===== config.mk =====
export PLATFORM = sky130hd
export DESIGN_NAME = line_sensor_blob_centroid_detect
export DESIGN_NICKNAME = d
export VERILOG_FILES = /design/src/hdl/lsbc_pkg.sv /design/src/hdl/lsbc_front.sv /design/src/hdl/lsbc_queue.sv /design/src/hdl/lsbc_back.sv /design/src/hdl/line_sensor_blob_centroid_detect.sv
export SDC_FILE = /design/constraint.sdc
export NUM_CORES = 1
export LEC_CHECK = 0
export BUFFER_PORTS_ARGS = -buffer_cell sky130_fd_sc_hd__buf_2
export CAP_MARGIN = 20
export CORE_MARGIN = 5
export CORE_UTILIZATION = 45
export DETAILED_ROUTE_END_ITERATION = 8
export PLACE_DENSITY = 0.64
export SYNTH_ARGS = -nofsm -noshare
export SYNTH_HDL_FRONTEND = slang
export SYNTH_SLANG_ARGS = --single-unit

===== constraint.sdc =====
create_clock -name clock -period 10.3 [get_ports clock]
set_clock_uncertainty 0.15 [all_clocks]
set_input_delay 2.06 -clock clock [delete_from_list [all_inputs] [get_ports clock]]
set_output_delay 2.06 -clock clock [all_outputs]
set_load 0.005 [all_outputs]

===== src/hdl/lsbc_pkg.sv =====
// ----------------------------------------------------------------------------
// lsbc_pkg
// Shared types and constants of the line sensor blob centroid detector.
// ----------------------------------------------------------------------------
`default_nettype none

package lsbc_pkg;

   // Build defaults
   localparam int PIXELS_DEFAULT = 128;
   localparam int QUEUE_DEPTH_DEFAULT = 4;

   // Field widths
   localparam int PIXEL_W = 8;
   localparam int LIMIT_W = 7;
   localparam int CNT_W = 8;
   localparam int SUM_W = CNT_W + LIMIT_W;
   localparam int CENTROID_W = 15;
   localparam int CREDIT_W = 3;
   localparam int CSR_INDEX_W = 3;
   localparam int CSR_DATA_W = 8;

   // Centroid divider: dividend is the position sum scaled by 256
   localparam int FRAC_W = 8;
   localparam int DIVIDEND_W = SUM_W + FRAC_W;
   localparam int DIV_STEPS = DIVIDEND_W;
   localparam int STEP_W = $clog2(DIV_STEPS);

   localparam logic [CNT_W-1:0] HIT_SAT = {CNT_W{1'b1}};
   localparam logic [CREDIT_W-1:0] MISS_CREDIT_RESET = 3'd3;

   // Register reset values
   localparam logic [PIXEL_W-1:0] THRESHOLD_RESET = 8'd106;
   localparam logic [LIMIT_W-1:0] LEFT_LIMIT_RESET = 7'd13;
   localparam logic [LIMIT_W-1:0] RIGHT_LIMIT_RESET = 7'd115;
   localparam logic [LIMIT_W-1:0] WINDOW_FIRST_RESET = 7'd10;
   localparam logic [LIMIT_W-1:0] WINDOW_LAST_RESET = 7'd117;
   localparam logic [CNT_W-1:0] MIN_HITS_RESET = 8'd1;
   localparam logic [CNT_W-1:0] MAX_HITS_RESET = 8'd15;
   localparam logic [CREDIT_W-1:0] MISS_REPEATS_RESET = 3'd3;

   // Register indexes
   typedef enum logic [CSR_INDEX_W-1:0] {
      CSR_THRESHOLD    = 3'd0,
      CSR_LEFT_LIMIT   = 3'd1,
      CSR_RIGHT_LIMIT  = 3'd2,
      CSR_WINDOW_FIRST = 3'd3,
      CSR_WINDOW_LAST  = 3'd4,
      CSR_MIN_HITS     = 3'd5,
      CSR_MAX_HITS     = 3'd6,
      CSR_MISS_REPEATS = 3'd7
   } csr_index_type;

   typedef struct packed {
      logic [PIXEL_W-1:0]  threshold;
      logic [LIMIT_W-1:0]  left_limit;
      logic [LIMIT_W-1:0]  right_limit;
      logic [LIMIT_W-1:0]  window_first;
      logic [LIMIT_W-1:0]  window_last;
      logic [CNT_W-1:0]    min_hits;
      logic [CNT_W-1:0]    max_hits;
      logic [CREDIT_W-1:0] miss_repeats;
   } cfg_type;

   typedef struct packed {
      logic [PIXEL_W-1:0] pixel;
      logic               last_pixel;
   } req_type;

   typedef struct packed {
      logic                  obstacle_found;
      logic [CENTROID_W-1:0] centroid_q8;
      logic [CNT_W-1:0]      hits_in_frame;
   } rsp_type;

   // Per-frame totals handed from front to back
   typedef struct packed {
      logic [CNT_W-1:0] hits;
      logic [SUM_W-1:0] sum;
   } frame_type;

endpackage : lsbc_pkg

`default_nettype wire


===== src/hdl/lsbc_front.sv =====
// ----------------------------------------------------------------------------
// lsbc_front
// Pixel front end: tracks the pixel index, classifies hits and accumulates
// the hit count and position sum; pushes the totals at each frame end.
// ----------------------------------------------------------------------------
`default_nettype none

module lsbc_front
   import lsbc_pkg::*;
#(
   parameter int PIXELS = PIXELS_DEFAULT
) (
   input  wire logic      clock,
   input  wire logic      reset,
   input  wire cfg_type   cfg,
   input  wire logic      req_valid,
   output logic           req_ready,
   input  wire req_type   req_item,
   input  wire logic      queue_full,
   output logic           push,
   output frame_type      push_frame
);

   localparam int IDX_W = $clog2(PIXELS);
   localparam int CMP_W = (IDX_W > LIMIT_W) ? IDX_W : LIMIT_W;
   localparam logic [IDX_W-1:0] IDX_MAX = IDX_W'(PIXELS - 1);

   logic [IDX_W-1:0] idx_ff, idx_in;
   logic [CNT_W-1:0] hits_ff, hits_in;
   logic [SUM_W-1:0] sum_ff, sum_in;
   logic             accept;
   logic             in_window;
   logic             hit;
   logic [CMP_W-1:0] idx_wide;
   logic [CNT_W-1:0] hits_acc;
   logic [SUM_W-1:0] sum_acc;

   // Take a pixel whenever the queue can still hold a frame
   assign req_ready = !queue_full;
   assign accept = req_valid && req_ready;

   // Classify the pixel
   assign idx_wide = CMP_W'(idx_ff);
   assign in_window = (idx_wide >= CMP_W'(cfg.window_first)) &&
                      (idx_wide <= CMP_W'(cfg.window_last));
   assign hit = in_window && (req_item.pixel > cfg.threshold) && (hits_ff != HIT_SAT);

   // Accumulate; hits only occur at indexes inside the 7-bit window
   assign hits_acc = hit ? hits_ff + CNT_W'(1) : hits_ff;
   assign sum_acc = hit ? sum_ff + SUM_W'(idx_wide) : sum_ff;

   assign push = accept && req_item.last_pixel;
   assign push_frame = '{hits: hits_acc, sum: sum_acc};

   // Next frame state: clear at frame end, saturate the index
   always_comb begin
      idx_in = idx_ff;
      hits_in = hits_ff;
      sum_in = sum_ff;
      if (accept) begin
         if (req_item.last_pixel) begin
            idx_in = '0;
            hits_in = '0;
            sum_in = '0;
         end else begin
            hits_in = hits_acc;
            sum_in = sum_acc;
            if (idx_ff != IDX_MAX) begin
               idx_in = idx_ff + IDX_W'(1);
            end
         end
      end
   end

   always_ff @(posedge clock) begin
      if (reset) begin
         idx_ff <= '0;
         hits_ff <= '0;
         sum_ff <= '0;
      end else begin
         idx_ff <= idx_in;
         hits_ff <= hits_in;
         sum_ff <= sum_in;
      end
   end

endmodule : lsbc_front

`default_nettype wire


===== src/hdl/lsbc_queue.sv =====
// ----------------------------------------------------------------------------
// lsbc_queue
// Short first-in first-out queue of frame totals between front and back.
// ----------------------------------------------------------------------------
`default_nettype none

module lsbc_queue
   import lsbc_pkg::*;
#(
   parameter int DEPTH = QUEUE_DEPTH_DEFAULT
) (
   input  wire logic      clock,
   input  wire logic      reset,
   input  wire logic      push,
   input  wire frame_type push_frame,
   input  wire logic      pop,
   output frame_type      head_frame,
   output logic           full,
   output logic           empty
);

   localparam int PTR_W = (DEPTH > 1) ? $clog2(DEPTH) : 1;
   localparam int COUNT_W = $clog2(DEPTH + 1);
   localparam logic [PTR_W-1:0] PTR_LAST = PTR_W'(DEPTH - 1);
   localparam logic [COUNT_W-1:0] COUNT_FULL = COUNT_W'(DEPTH);

   frame_type          slot_ff [DEPTH];
   logic [PTR_W-1:0]   wr_ptr_ff, wr_ptr_in;
   logic [PTR_W-1:0]   rd_ptr_ff, rd_ptr_in;
   logic [COUNT_W-1:0] count_ff, count_in;
   logic               do_push;
   logic               do_pop;

   assign full = (count_ff == COUNT_FULL);
   assign empty = (count_ff == '0);
   assign do_push = push && !full;
   assign do_pop = pop && !empty;
   assign head_frame = slot_ff[rd_ptr_ff];

   // Advance pointers with wrap, track fill level
   always_comb begin
      wr_ptr_in = wr_ptr_ff;
      rd_ptr_in = rd_ptr_ff;
      count_in = count_ff;
      if (do_push) begin
         wr_ptr_in = (wr_ptr_ff == PTR_LAST) ? '0 : wr_ptr_ff + PTR_W'(1);
      end
      if (do_pop) begin
         rd_ptr_in = (rd_ptr_ff == PTR_LAST) ? '0 : rd_ptr_ff + PTR_W'(1);
      end
      if (do_push && !do_pop) begin
         count_in = count_ff + COUNT_W'(1);
      end else if (do_pop && !do_push) begin
         count_in = count_ff - COUNT_W'(1);
      end
   end

   always_ff @(posedge clock) begin
      if (reset) begin
         wr_ptr_ff <= '0;
         rd_ptr_ff <= '0;
         count_ff <= '0;
      end else begin
         wr_ptr_ff <= wr_ptr_in;
         rd_ptr_ff <= rd_ptr_in;
         count_ff <= count_in;
      end
   end

   // Store the pushed frame
   always_ff @(posedge clock) begin
      if (do_push) begin
         slot_ff[wr_ptr_ff] <= push_frame;
      end
   end

endmodule : lsbc_queue

`default_nettype wire


===== src/hdl/lsbc_back.sv =====
// ----------------------------------------------------------------------------
// lsbc_back
// Frame back end: tests the detection limits, divides out the Q.8 centroid
// bit by bit, manages the miss credit and holds the result register.
// ----------------------------------------------------------------------------
`default_nettype none

module lsbc_back
   import lsbc_pkg::*;
(
   input  wire logic      clock,
   input  wire logic      reset,
   input  wire cfg_type   cfg,
   input  wire logic      queue_empty,
   input  wire frame_type head_frame,
   output logic           pop,
   output logic           rsp_valid,
   input  wire logic      rsp_ready,
   output rsp_type        rsp_item
);

   typedef enum logic [1:0] {
      ST_IDLE,
      ST_DECIDE,
      ST_DIVIDE,
      ST_EMIT
   } state_type;

   state_type              state_ff;
   frame_type              frame_ff;
   logic [CREDIT_W-1:0]    credit_ff;
   logic [DIVIDEND_W-1:0]  quot_ff;
   logic [CNT_W-1:0]       rem_ff;
   logic [STEP_W-1:0]      step_ff;
   rsp_type                result_ff;
   logic                   rsp_valid_ff;
   rsp_type                rsp_item_ff;

   logic [SUM_W-1:0]       left_prod;
   logic [SUM_W-1:0]       right_prod;
   logic                   found;
   logic [CNT_W:0]         rem_shift;
   logic                   rem_ge;
   logic                   out_free;
   logic                   load_out;

   assign pop = (state_ff == ST_IDLE) && !queue_empty;
   assign rsp_valid = rsp_valid_ff;
   assign rsp_item = rsp_item_ff;
   assign out_free = !rsp_valid_ff || rsp_ready;
   assign load_out = (state_ff == ST_EMIT) && out_free;

   // Limits tested exactly as sum against limit times count
   assign left_prod = SUM_W'(cfg.left_limit) * SUM_W'(frame_ff.hits);
   assign right_prod = SUM_W'(cfg.right_limit) * SUM_W'(frame_ff.hits);
   assign found = (frame_ff.hits > cfg.min_hits) && (frame_ff.hits < cfg.max_hits) &&
                  (frame_ff.sum > left_prod) && (frame_ff.sum < right_prod);

   // One restoring division step
   assign rem_shift = {rem_ff, quot_ff[DIVIDEND_W-1]};
   assign rem_ge = (rem_shift >= {1'b0, frame_ff.hits});

   always_ff @(posedge clock) begin
      if (reset) begin
         state_ff <= ST_IDLE;
         credit_ff <= MISS_CREDIT_RESET;
         rsp_valid_ff <= 1'b0;
      end else begin
         // Raise valid on a new result, drop it once taken
         if (load_out) begin
            rsp_valid_ff <= 1'b1;
         end else if (rsp_ready) begin
            rsp_valid_ff <= 1'b0;
         end
         unique case (state_ff)
            ST_IDLE: begin
               if (!queue_empty) begin
                  frame_ff <= head_frame;
                  state_ff <= ST_DECIDE;
               end
            end
            ST_DECIDE: begin
               if (found) begin
                  credit_ff <= cfg.miss_repeats;
                  quot_ff <= {frame_ff.sum, {FRAC_W{1'b0}}};
                  rem_ff <= '0;
                  step_ff <= '0;
                  state_ff <= ST_DIVIDE;
               end else if (credit_ff != '0) begin
                  credit_ff <= credit_ff - CREDIT_W'(1);
                  result_ff <= '{obstacle_found: 1'b0, centroid_q8: '0,
                                 hits_in_frame: frame_ff.hits};
                  state_ff <= ST_EMIT;
               end else begin
                  state_ff <= ST_IDLE;
               end
            end
            ST_DIVIDE: begin
               rem_ff <= rem_ge ? CNT_W'(rem_shift - {1'b0, frame_ff.hits})
                                : rem_shift[CNT_W-1:0];
               quot_ff <= {quot_ff[DIVIDEND_W-2:0], rem_ge};
               step_ff <= step_ff + STEP_W'(1);
               if (step_ff == STEP_W'(DIV_STEPS - 1)) begin
                  result_ff <= '{obstacle_found: 1'b1,
                                 centroid_q8: {quot_ff[CENTROID_W-2:0], rem_ge},
                                 hits_in_frame: frame_ff.hits};
                  state_ff <= ST_EMIT;
               end
            end
            ST_EMIT: begin
               // Load the output register when it is free or being emptied
               if (load_out) begin
                  rsp_item_ff <= result_ff;
                  state_ff <= ST_IDLE;
               end
            end
            default: begin
               state_ff <= ST_IDLE;
            end
         endcase
      end
   end

endmodule : lsbc_back

`default_nettype wire


===== src/hdl/line_sensor_blob_centroid_detect.sv =====
// ----------------------------------------------------------------------------
// line_sensor_blob_centroid_detect
// Thresholded one-dimensional centroid detector for a linear image sensor.
// ----------------------------------------------------------------------------
// The block takes one pixel per clock on the req_ channel, with last_pixel
// closing each frame. Pixels inside the index window and above threshold
// are counted and their indexes summed; at frame end the totals go into a
// four-frame queue and the front keeps taking pixels at one per cycle. The
// back end tests the hit and position limits, then divides out the Q.8
// centroid with a restoring divider, one quotient bit per cycle. A frame
// without a detection gives a not-found report, or none when no report is
// due. A finished result waits in the back end while the output register
// still holds one that has not been taken. The front stalls (req_ready
// low) only while the queue holds four unprocessed frames. Each result
// waits in an output register while the back end works on the next frame.
// Registers are written through csr_ only while the block is idle; the
// user must keep to this, as the block itself has no check for it.
// ----------------------------------------------------------------------------
`default_nettype none

module line_sensor_blob_centroid_detect
   import lsbc_pkg::*;
#(
   parameter int PIXELS = PIXELS_DEFAULT,
   parameter int QUEUE_DEPTH = QUEUE_DEPTH_DEFAULT
) (
   input  wire logic                   clock,
   input  wire logic                   reset,
   input  wire logic                   req_valid,
   output logic                        req_ready,
   input  wire req_type                req_item,
   output logic                        rsp_valid,
   input  wire logic                   rsp_ready,
   output rsp_type                     rsp_item,
   input  wire logic                   csr_we,
   input  wire logic [CSR_INDEX_W-1:0] csr_index,
   input  wire logic [CSR_DATA_W-1:0]  csr_wdata
);

   cfg_type   cfg_ff;
   logic      queue_full;
   logic      queue_empty;
   logic      push;
   logic      pop;
   frame_type push_frame;
   frame_type head_frame;

   // Configuration registers
   always_ff @(posedge clock) begin
      if (reset) begin
         cfg_ff.threshold <= THRESHOLD_RESET;
         cfg_ff.left_limit <= LEFT_LIMIT_RESET;
         cfg_ff.right_limit <= RIGHT_LIMIT_RESET;
         cfg_ff.window_first <= WINDOW_FIRST_RESET;
         cfg_ff.window_last <= WINDOW_LAST_RESET;
         cfg_ff.min_hits <= MIN_HITS_RESET;
         cfg_ff.max_hits <= MAX_HITS_RESET;
         cfg_ff.miss_repeats <= MISS_REPEATS_RESET;
      end else if (csr_we) begin
         unique case (csr_index_type'(csr_index))
            CSR_THRESHOLD:    cfg_ff.threshold <= csr_wdata;
            CSR_LEFT_LIMIT:   cfg_ff.left_limit <= csr_wdata[LIMIT_W-1:0];
            CSR_RIGHT_LIMIT:  cfg_ff.right_limit <= csr_wdata[LIMIT_W-1:0];
            CSR_WINDOW_FIRST: cfg_ff.window_first <= csr_wdata[LIMIT_W-1:0];
            CSR_WINDOW_LAST:  cfg_ff.window_last <= csr_wdata[LIMIT_W-1:0];
            CSR_MIN_HITS:     cfg_ff.min_hits <= csr_wdata;
            CSR_MAX_HITS:     cfg_ff.max_hits <= csr_wdata;
            CSR_MISS_REPEATS: cfg_ff.miss_repeats <= csr_wdata[CREDIT_W-1:0];
            default:          cfg_ff <= cfg_ff;
         endcase
      end
   end

   lsbc_front #(
      .PIXELS(PIXELS)
   ) u_front (
      .clock      (clock),
      .reset      (reset),
      .cfg        (cfg_ff),
      .req_valid  (req_valid),
      .req_ready  (req_ready),
      .req_item   (req_item),
      .queue_full (queue_full),
      .push       (push),
      .push_frame (push_frame)
   );

   lsbc_queue #(
      .DEPTH(QUEUE_DEPTH)
   ) u_queue (
      .clock      (clock),
      .reset      (reset),
      .push       (push),
      .push_frame (push_frame),
      .pop        (pop),
      .head_frame (head_frame),
      .full       (queue_full),
      .empty      (queue_empty)
   );

   lsbc_back u_back (
      .clock       (clock),
      .reset       (reset),
      .cfg         (cfg_ff),
      .queue_empty (queue_empty),
      .head_frame  (head_frame),
      .pop         (pop),
      .rsp_valid   (rsp_valid),
      .rsp_ready   (rsp_ready),
      .rsp_item    (rsp_item)
   );

endmodule : line_sensor_blob_centroid_detect

`default_nettype wire


# Word level (Yosys, flattened, before mapping)
# Memory sizes are Yosys's and may differ from the RTL's. A register that Yosys moved wholly into a read port is not among the register bits.
# Index checks and enable logic that the tools add are counted.
dict set report classes {
  add_sub_neg 10
  multipliers 2
  order_cmp 8
  n_eq_ne 22
  mux 33
  bitwise_logic 2
  reduce_logical 44
}
# operator count
set ops {}
lappend ops {{two-way mux 24 bit} 3}
lappend ops {{case mux 24 bit (2 select lines)} 1}
lappend ops {{case mux 23 bit (2 select lines)} 1}
lappend ops {{two-way mux 8 bit} 4}
lappend ops {{multiplier 7 x 8 -> 15 bit} 2}
lappend ops {{two-way mux 15 bit} 2}
lappend ops {{two-way mux 23 bit} 1}
lappend ops {{AND reduction 2 bit} 10}
lappend ops {{> comparator 8 bit} 2}
lappend ops {{case mux 8 bit (2 select lines)} 1}
lappend ops {{adder 15 x 7 -> 15 bit} 1}
lappend ops {{== test 3 bit (second input constant)} 5}
lappend ops {{> comparator 15 bit} 1}
lappend ops {{< comparator 15 bit} 1}
lappend ops {{logical AND 1 bit} 14}
lappend ops {{two-way mux 2 bit} 7}
lappend ops {{two-way mux 7 bit} 2}
lappend ops {{two-way mux 3 bit} 4}
lappend ops {{AND reduction 3 bit} 4}
lappend ops {{case mux 5 bit (2 select lines)} 1}
lappend ops {{nonzero test 2 bit} 5}
lappend ops {{>= comparator 9 x 8 -> 1 bit} 1}
lappend ops {{adder 8 x 1 -> 8 bit (second input constant)} 1}
lappend ops {{== test 2 bit (second input constant)} 4}
lappend ops {{other kinds (27)} 43}
dict set report totals {
  reg_bits 182
  ram_bits 92
  inputBits 25
  out_inout_bits 26
  elab_cells 148
  n_memories 1
}
# name depth word_bits read_ports rd_clocked_by_memory_dff wr line_no
set mem_list {}
lappend mem_list {u_queue.slot_ff 4 23 1 1 1 lsbc_queue.sv:27} ;# frame_type slot_ff [DEPTH];

# Logic depth before layout (Yosys ltp)
# Gate-level depths: netlist of run 1.
dict set report depth {
  ltp_word 9
  depth_mapped 27
  ltp_nobuf 26
}

# Hierarchy
# Synthesis of run 1 repeated with hierarchy kept, for this count alone.
dict set report hier_totals {
  hier_cells 1565
  hier_area_um2 17782.1
}
# module n_inst cells_per_inst area_per_inst_um2 seq_area_each_um2
set modules_own_cells {}
lappend modules_own_cells {lsbc_back 1 837 9187.6 3333.2}
lappend modules_own_cells {lsbc_queue 1 170 3803.6 2942.8}
lappend modules_own_cells {lsbc_front 1 354 2621.3 600.6}
lappend modules_own_cells {line_sensor_blob_centroid_detect 1 204 2169.6 1101.1}

# Worst setup path after synthesis of run 1
# OpenSTA, ideal clock, no wires.
dict set report synth_timing {
  path_type {reg2reg}
  from {register u_back.frame_ff[18] in the netlist's numbering}
  to {register u_back.result_ff[0] in the netlist's numbering (enable)}
  setup_ns 0.445
  arrival_ns 7.653
  required_time_ns 9.705
  path_slack_ns 2.051
  path_stages_with_launch 27
  n_path_buf 1
  period_less_slack_ns 8.249
  path_cell_list {edfxtp_1 clkbuf_1 and2_1 fa_1 inv_1 fa_1 inv_1 fa_1 inv_1 fa_1 inv_1 ha_1 or3_1 a41oi_1 nor2b_1 o21a_1 o41ai_1 xor2_1 ha_1 nand4_1 nor4_1 nor4_1 nand2_1 nor3_1 nand3_1 nand2_1 a221oi_1}
}
dict set report synth_between {
  elab_chain_cells 6
  word_cells_on_any_way 11
  classes_between {mul (2); order compare (4); eq/ne (1); reduce/logical (4)}
}
# element line_no
set synth_lines {}
lappend synth_lines {{start, declared} lsbc_back.sv:30} ;# frame_type frame_ff;
lappend synth_lines {{start signal, assigned} lsbc_back.sv:78} ;# frame_ff <= head_frame;
lappend synth_lines {{multiplier 7 x 8 -> 15 bit, or another cell as far along} lsbc_back.sv:54} ;# assign left_prod = SUM_W'(cfg.left_limit) * SUM_W'(frame_ff.hits);
lappend synth_lines {{> comparator 15 bit or logical AND 1 bit (tied branches)} {lsbc_back.sv:57, lsbc_back.sv:56}}
lappend synth_lines {{logical AND 1 bit} lsbc_back.sv:56} ;# assign found = (frame_ff.hits > cfg.min_hits) && (frame_ff.hits < cfg.max_hits) &&
lappend synth_lines {{logical AND 1 bit (*)} lsbc_back.sv:57} ;# (frame_ff.sum > left_prod) && (frame_ff.sum < right_prod);
lappend synth_lines {{inequality test 2 bit (no source line) (*)} -}
lappend synth_lines {{AND reduction 5 bit (no source line) (*)} -}
lappend synth_lines {{end signal, assigned} lsbc_back.sv:91} ;# result_ff <= '{obstacle_found: 1'b0, centroid_q8: '0,
lappend synth_lines {{end signal, assigned} lsbc_back.sv:104} ;# result_ff <= '{obstacle_found: 1'b1,
lappend synth_lines {{end, declared} lsbc_back.sv:35} ;# rsp_type result_ff;
# Every way passes the cells marked *; elsewhere a longest branch is shown, timed or not.
# A chain may end at the register's enable or synchronous reset.

# Final worst setup path of run 1
dict set report layout_timing {
  from {register u_back.frame_ff[18] in the netlist's numbering}
  to {register u_back.rem_ff[2] (enable)}
}
dict set report layout_between {
  elab_chain_cells 6
  word_cells_on_any_way 11
  classes_between {mul (2); order compare (4); eq/ne (1); reduce/logical (4)}
}
# element line_no
set layout_lines {}
lappend layout_lines {{multiplier 7 x 8 -> 15 bit, or another cell as far along} lsbc_back.sv:54}
lappend layout_lines {{> comparator 15 bit or logical AND 1 bit (tied branches)} {lsbc_back.sv:57, lsbc_back.sv:56}}
lappend layout_lines {{logical AND 1 bit} lsbc_back.sv:56}
lappend layout_lines {{logical AND 1 bit (*)} lsbc_back.sv:57}
lappend layout_lines {{inequality test 2 x 1 -> 1 bit (no source line) (*)} -}
lappend layout_lines {{AND reduction 3 bit (no source line) (*)} -}
lappend layout_lines {{end signal, assigned} lsbc_back.sv:99} ;# rem_ff <= rem_ge ? CNT_W'(rem_shift - {1'b0, frame_ff.hits})
lappend layout_lines {{end, declared} lsbc_back.sv:33} ;# logic [CNT_W-1:0] rem_ff;
# Marked as above.

==> metrics.txt, run 1 <==
Post-CTS Setup Repair Bufs 0; gpl congestion 0.856; status completed; FF-to-FF setup slack 2.45 ns; worst rel slew slack 0.346; register area 7940 um^2; layout cell share with drive strength beyond 1 0.105; r2r startpoint u_back.frame_ff[18]$_DFFE_PP_; synthesized net count 1751; antenna violations before repair 0; DRT Pass-1 Iters 5; starting utilization of the core area 0.456; Cell Count Post-Placement 2028; DRT iter0 DRCs 666; Startpoint Class flip-flop; Area contributors post-synth edfxtp_1 35%, ha_1 12%, dfxtp_1 11%, fa_1 7.1%, and2_1 3.7%; Reg power frac 0.278; Max Root-Sink Buffers 3; PwrDens 294 nW/um^2; fmax 127 MHz; Die Y-Extent 205 um; DR WL/cell 17.9 um; post-DP HPWL 27000 um; die width 205 um; Netlist Area Pre-Place 17200 um^2; R2R cell count 25; Synth Flop Type edfxtp_1; top cell type's share of synthesized area 0.348; Worst-Skew Late Latency 0.58 ns; Fill cells 3332; worst slew pin tran 0.975 ns; R2R Path End u_back.rem_ff[2]$_SDFFCE_PN0P_; Core ar. 37700 um^2; Worst VDD drop 0.214 mV; Vias per Instance 5.35; CTS resizes 0; period utilisation layout 0.762; grt ovf 0; ant diodes 0; Placed Area 18000 um^2; Setup TNS Final 0 ns; Cell Count, Final, Fillers Out 2085; All-Layer GR Usage 0.180; Logic pwr share 0.535; clock sinks 297; Worst EP arrival 7.94 ns; hold crit path type flip-flop to flip-flop; DRT Wirelength 37300 um; CP startpoint u_back.frame_ff[18]$_DFFE_PP_; Yosys reg bits 297; Min-Delay Endpoint u_back.rsp_item[23]$_DFFE_PP_; Placement Rows 71; port bufs 50; worst hold path stage count 0; first-pass GRT wire length 60200 um; cts hold-fix bufs 0; Yosys Warn Count 0; Design Area, Final 18900 um^2; Slew Limit Fails 0; mean area per synthesized cell 11.4 um^2; largest net degree at the start of global routing 69; Num CTS Buffers 31; detailed-route via count 11200; EDFF count, synth 199; Sw Share 0.410; post-synthesis sequential area ratio 0.463; post-route minimum period 7.85 ns; CTS clk-pin slew, worst paths 0.06 ns; Hold Violations, Final 0; DRC viols 0; Worst Path Max Fanout 23; total I/O pin count 51; Net Switching 2.28 mW; vias in the first global route 11100; CP required 10.40 ns; CTS root buffer clkbuf_16; Final Power 5.57 mW; unique cell type count in the Yosys netlist 62; H-Tree Depth 1; Synth Instances 1502; Yosys top cell by area edfxtp_1; Post-DRT Antenna Nets 0; multi-input logic area 8520 um^2; Final setup violation count 0; internal power 3.29 mW; die area 42100 um^2; Clk pwr share 0.187; CP Class flip-flop to flip-flop; hold_sp u_back.result_ff[23]$_DFFE_PP_; RSZ-0062 raised after global routing no; nets 1799; CTS tree yes; P_leak 7.84 nW; Max-cap violations 0; Critical Path Sink Type flip-flop; ys async rst share 0; P&R area growth vs syn 10.4%
[state kept, by name, indices dropped and copies added, names as in the netlist, 3 cells and up, named ones only]
name / count
u_back.result_ff: 24
u_back.step_ff: 5
u_back.rem_ff: 8
u_queue.slot_ff: 92
u_front.idx_ff: 7
u_back.rsp_item: 24
u_front.hits_ff: 8
u_back.credit_ff: 3
u_queue.count_ff: 3
cfg_ff: 55
u_front.sum_ff: 15
u_back.frame_ff: 23
u_back.quot_ff: 23
[final cells by class]
cell class | count | area share
Multi-Input combinational cell | 1014 | 0.450
Sequential cell | 297 | 0.419
Clock buffer | 37 | 0.0421
Tap cell | 511 | 0.0337
Inverter | 138 | 0.0273
Timing Repair Buffer | 68 | 0.0203
Clock inverter | 20 | 0.00753
[kinds of logic (layout without fill, tap and decap cells)]
| kind of cell | after synthesis | after routing | synth area share |
|---|---|---|---|
| flip-flops | 297 | 297 | 0.463 |
| XOR/XNOR | 52 | 52 | 0.0265 |
| AO/OA/AOI/OAI | 221 | 221 | 0.0852 |
| AND/OR/NAND/NOR | 451 | 451 | 0.136 |
| buffers and inverters | 191 | 263 | 0.0429 |
| multiplexers | 66 | 66 | 0.0564 |
| adder cells (fa/ha/maj) | 224 | 224 | 0.190 |
[synth_stat cells, types with 3 or more instances]
| master | count |
|---|---|
| mux4_2 | 23 |
| ha_1 | 163 |
| or2_2 | 5 |
| a21oi_1 | 64 |
| edfxtp_1 | 199 |
| a311o_1 | 4 |
| nand3b_1 | 3 |
| a41oi_1 | 6 |
| dfxtp_1 | 98 |
| a21o_1 | 19 |
| o21a_1 | 11 |
| mux2i_1 | 27 |
| nor3_1 | 28 |
| o31ai_1 | 8 |
| nor3b_1 | 5 |
| a211o_1 | 9 |
| xor2_1 | 27 |
| and3_1 | 9 |
| nor4_1 | 3 |
| o41ai_1 | 4 |
| o21ai_0 | 40 |
| xnor2_1 | 25 |
| nor4b_1 | 8 |
| nand4_1 | 19 |
| buf_2 | 4 |
| clkbuf_1 | 36 |
| nand3_1 | 26 |
| or4_1 | 3 |
| a211oi_1 | 5 |
| mux2_2 | 16 |
| nor2b_1 | 20 |
| buf_1 | 11 |
| o211ai_1 | 14 |
| inv_1 | 136 |
| a31oi_1 | 8 |
| nand2_1 | 103 |
| or3_1 | 12 |
| and2_1 | 102 |
| nand2b_1 | 20 |
| nor2_1 | 81 |
| fa_1 | 61 |
| a32oi_1 | 9 |
[cell usage in the layout, fill, tap and decap left out, types with 28 or more instances in the layout]
master	netlist	layout
inv_1	136	136
nand2_1	103	103
and2_1	102	102
o21ai_0	40	40
nor3_1	28	28
dfxtp_1	98	98
nor2_1	81	80
buf_2	4	50
ha_1	163	163
clkbuf_16	0	31
a21oi_1	64	63
edfxtp_1	199	199
fa_1	61	61
[worst max-delay path by stage]
stage	cells after the start	end	slack [ns]
floorplan	26	u_back.result_ff[0]$_DFFE_PP_	2.05
global placement	25	u_back.result_ff[21]$_SDFFCE_PN0P_	2.52
detailed placement	24	u_back.quot_ff[14]$_DFFE_PP_	2.40
CTS	24	u_back.quot_ff[17]$_DFFE_PP_	2.38
global route	24	u_back.quot_ff[16]$_DFFE_PP_	1.93
finish	25	u_back.rem_ff[2]$_SDFFCE_PN0P_	2.45
[stage by stage]
step                worst slack [ns]   util  hold WS, ns
global placement                2.52  0.478        0.252
finish                          2.45  0.503        0.268
floorplan                       2.05      -        0.250
global route                    1.93  0.503        0.274
detailed placement              2.40  0.478        0.255
CTS                             2.38  0.503        0.268
[layer usage]
| metal | global-route usage | wire length, um |
|---|---|---|
| met1 | 0.244 | 16900 |
| met2 | 0.308 | 18000 |
| met3 | 0.0240 | 1470 |
| met4 | 0.0462 | 948 |
| met5 | 0 | 0 |
[worst max-delay path: stages (launching register included)]
cell and delay (ns):
edfxtp_1 0.66, and2_1 0.30, fa_1 0.53, inv_1 0.05, fa_1 0.47, inv_1 0.05, fa_1 0.52, inv_1 0.05
fa_1 0.53, inv_1 0.04, ha_1 0.33, or3_1 0.36, a41oi_1 0.28, nor2b_1 0.09, o21a_1 0.18, o41ai_1 0.31
xor2_1 0.21, ha_1 0.27, nand4_1 0.14, nor4_1 0.11, nor4_1 0.24, nand2_1 0.08, nor3_1 0.21, nand3_1 0.38
a21oi_4 0.55, buf_4 0.40
[power groups by stage]
stage          clock [mW]  sequential, mW  combinational [mW]
2_1_floorplan           0            1.50                2.28
3_3_place_gp            0            1.56                2.95
3_5_place_dp            0            1.57                2.99
4_1_cts              1.07            1.55                3.02
5_1_grt              1.12            1.56                3.44
6_report             1.04            1.55                2.98
Power figures use the tool's default switching activity.
==> run 2, diff against run 1 <==
==> constraint.sdc (replaced) <==
create_clock -name clock -period 7.3 [get_ports clock]
set_clock_uncertainty 0.15 [all_clocks]
set_input_delay 1.46 -clock clock [delete_from_list [all_inputs] [get_ports clock]]
set_output_delay 1.46 -clock clock [all_outputs]
set_load 0.005 [all_outputs]
==> run 2 against run 1 <==
Against the previous run:
- wire length up 0.30%
- hold slack worse by 0.0012 ns
- maximum frequency up 12%
- non-clock buffer count up 23
==> metrics.txt, run 2 (synthesized netlist as in run 1, its figures left out) <==
post-DP HPWL 26900 um (-0.47%); CP Class flip-flop to flip-flop; first-pass GRT wire length 60800 um (+1.1%); All-Layer GR Usage 0.180 (about the same); Final Power 8.08 mW (+45%); Placement Rows 71 (unchanged); Min-Delay Endpoint u_back.rsp_item[1]$_DFFE_PP_; Startpoint Class flip-flop; die width 205 um (unchanged); gpl congestion 0.856 (unchanged); clock sinks 297 (unchanged); DRT Wirelength 37400 um (+0.30%); H-Tree Depth 1 (unchanged); grt ovf 0 (unchanged); crit-path leading delay family adder cells; starting utilization of the core area 0.456 (unchanged); layout cell share with drive strength beyond 1 0.124 (+0.0184); CTS tree yes; worst rel slew slack 0.295 (-0.0514); hold_sp u_back.result_ff[1]$_DFFE_PP_; Worst Path Max Fanout 9 (-61%); commonest non-fill, non-tap cell in the layout edfxtp_1; Vias per Instance 5.37 (+0.39%); worst slew pin tran 1.05 ns (+0.0766 ns); vias in the first global route 11400 (+2.6%); PwrDens 417 nW/um^2 (+42%); Core ar. 37700 um^2 (unchanged); worst hold path stage count 0 (unchanged); DR WL/cell 17.7 um (-0.84%); R2R cell count 26 (+4.0%); fmax 143 MHz (+12%); Post-DRT Antenna Nets 0 (unchanged); CTS clk-pin slew, worst paths 0.06 ns (about the same); port bufs 50 (unchanged); buffers plus inverters on the worst setup path 5 (unchanged); Slew Limit Fails 0 (unchanged); total I/O pin count 51 (unchanged); largest registers u_queue.slot_ff: 92 flops, cfg_ff: 55 flops; P_leak 8.07 nW (+3.0%); die area 42100 um^2 (unchanged); R2R Path End u_back.quot_ff[4]$_SDFFCE_PN0P_; nets 1822 (+1.3%); Worst EP arrival 7.12 ns (-0.82 ns); r2r startpoint u_back.frame_ff[17]$_DFFE_PP_; Num CTS Buffers 31 (unchanged); slowest CP cell fa_1; most numerous cell on the critical path fa_1; largest net degree at the start of global routing 52 (-25%); max reg flops 92 (unchanged); detailed-route via count 11300 (+1.5%); Worst VDD drop 0.348 mV (+62%); FF-to-FF setup slack 0.31 ns (-2.14 ns); DRC viols 0 (unchanged); post-route minimum period 6.99 ns (-0.859 ns); P&R area growth vs syn 12.9%; antenna violations before repair 0 (unchanged); Critical Path Sink Type flip-flop; DRT Pass-1 Iters 5 (unchanged); Max Root-Sink Buffers 3 (unchanged); status completed; largest register by flop count u_queue.slot_ff; CTS root buffer clkbuf_16; hold crit path type flip-flop to flip-flop; Fill cells 3325 (-0.21%); Hold Violations, Final 0 (unchanged); Worst-Skew Late Latency 0.58 ns (about the same); most frequent cells in the layout 199 x edfxtp_1, 163 x ha_1, 136 x inv_1, 103 x nand2_1, 102 x and2_1; ant diodes 0 (unchanged); Cell Count, Final, Fillers Out 2109 (+1.2%); Die Y-Extent 205 um (unchanged); period utilisation layout 0.957 (+0.195); CP peak stage delay 0.55 ns (-0.11 ns); CP required 7.44 ns (-2.96 ns); Final setup violation count 0 (unchanged); Cell Count Post-Placement 2044 (+0.79%); DRT iter0 DRCs 494 (-26%); cts hold-fix bufs 0 (unchanged); Max-cap violations 0 (unchanged)
[run 2: cell types whose count changed in the layout (fill, tap and decap cells not counted), sizes merged]
| cell | previous run | this run |
|---|---|---|
| inv | 138 | 139 |
| bufinv | 1 | 7 |
| clkinvlp | 3 | 1 |
| buf | 68 | 90 |
| clkinv | 16 | 10 |
| clkbuf | 37 | 40 |
[run 2: worst reg2reg max path, delay by kind of cell, from the launching register on]
family / cells / cell delay, ns
xor+xnor: 1 / 0.15
flops: 1 / 0.49
fa+ha+maj: 6 / 2.70
buf+inv: 5 / 0.69
simple gates: 9 / 1.51
compound gates: 5 / 1.01
[run 2: worst max-delay path by stage]
stage | slack (ns) | end | cells past startpoint | from
3_5_place_dp | 0.21 | u_back.quot_ff[17]$_DFFE_PP_ | 25 | u_back.frame_ff[17]$_DFFE_PP_
5_1_grt | -0.04 | u_back.quot_ff[4]$_SDFFCE_PN0P_ | 26 | u_back.frame_ff[17]$_DFFE_PP_
2_1_floorplan | 0.13 | u_back.result_ff[0]$_DFFE_PP_ | 26 | u_back.frame_ff[18]$_DFFE_PP_
3_3_place_gp | 0.26 | u_back.quot_ff[17]$_DFFE_PP_ | 27 | u_back.frame_ff[18]$_DFFE_PP_
6_report | 0.31 | u_back.quot_ff[4]$_SDFFCE_PN0P_ | 26 | u_back.frame_ff[17]$_DFFE_PP_
4_1_cts | 0.19 | u_back.step_ff[0]$_SDFFCE_PN0P_ | 25 | u_back.frame_ff[17]$_DFFE_PP_
[run 2: area by class of cell]
type	instances	area (um^2)	area share
inverter	138	518	0.0267
clock inverter	19	297	0.0153
clock buffer	39	837	0.0432
sequential	297	7940	0.410
timing repair buffer	91	612	0.0316
multi-input combinational	1014	8540	0.441
tap	511	639	0.0330
[run 2: timing repair]
action	in CTS	in global routing
buffers inserted	0	4
resized for setup	0	3
setup endpoints to repair	0	37
[run 2: metrics by stage]
step           setup TNS, ns  hold WS, ns  area, um^2  utilization  setup WS, ns
3_3_place_gp               0        0.251       18100        0.482         0.255
4_1_cts                    0        0.266       19300        0.512         0.188
3_5_place_dp               0        0.255       18100        0.482         0.212
6_report                   0        0.267       19400        0.515         0.313
2_1_floorplan              0        0.250       17200            -         0.127
5_1_grt                -1.07        0.270       19400        0.515       -0.0356
[run 2: report_power, final]
group	internal (mW)	leakage (nW)	switching (mW)
combinational	1.89	4.81	2.33
sequential	2.01	2.70	0.123
clock	1.07	0.557	0.672
total	4.96	8.07	3.13
[run 2: routing by layer]
metal  vias up  global-route usage  wire, um
met5         -                   0         0
met4         0              0.0471       920
met3        52              0.0252      1460
met2       196               0.313     18300
met1      5582               0.239     16800
li1       5493                   -         -
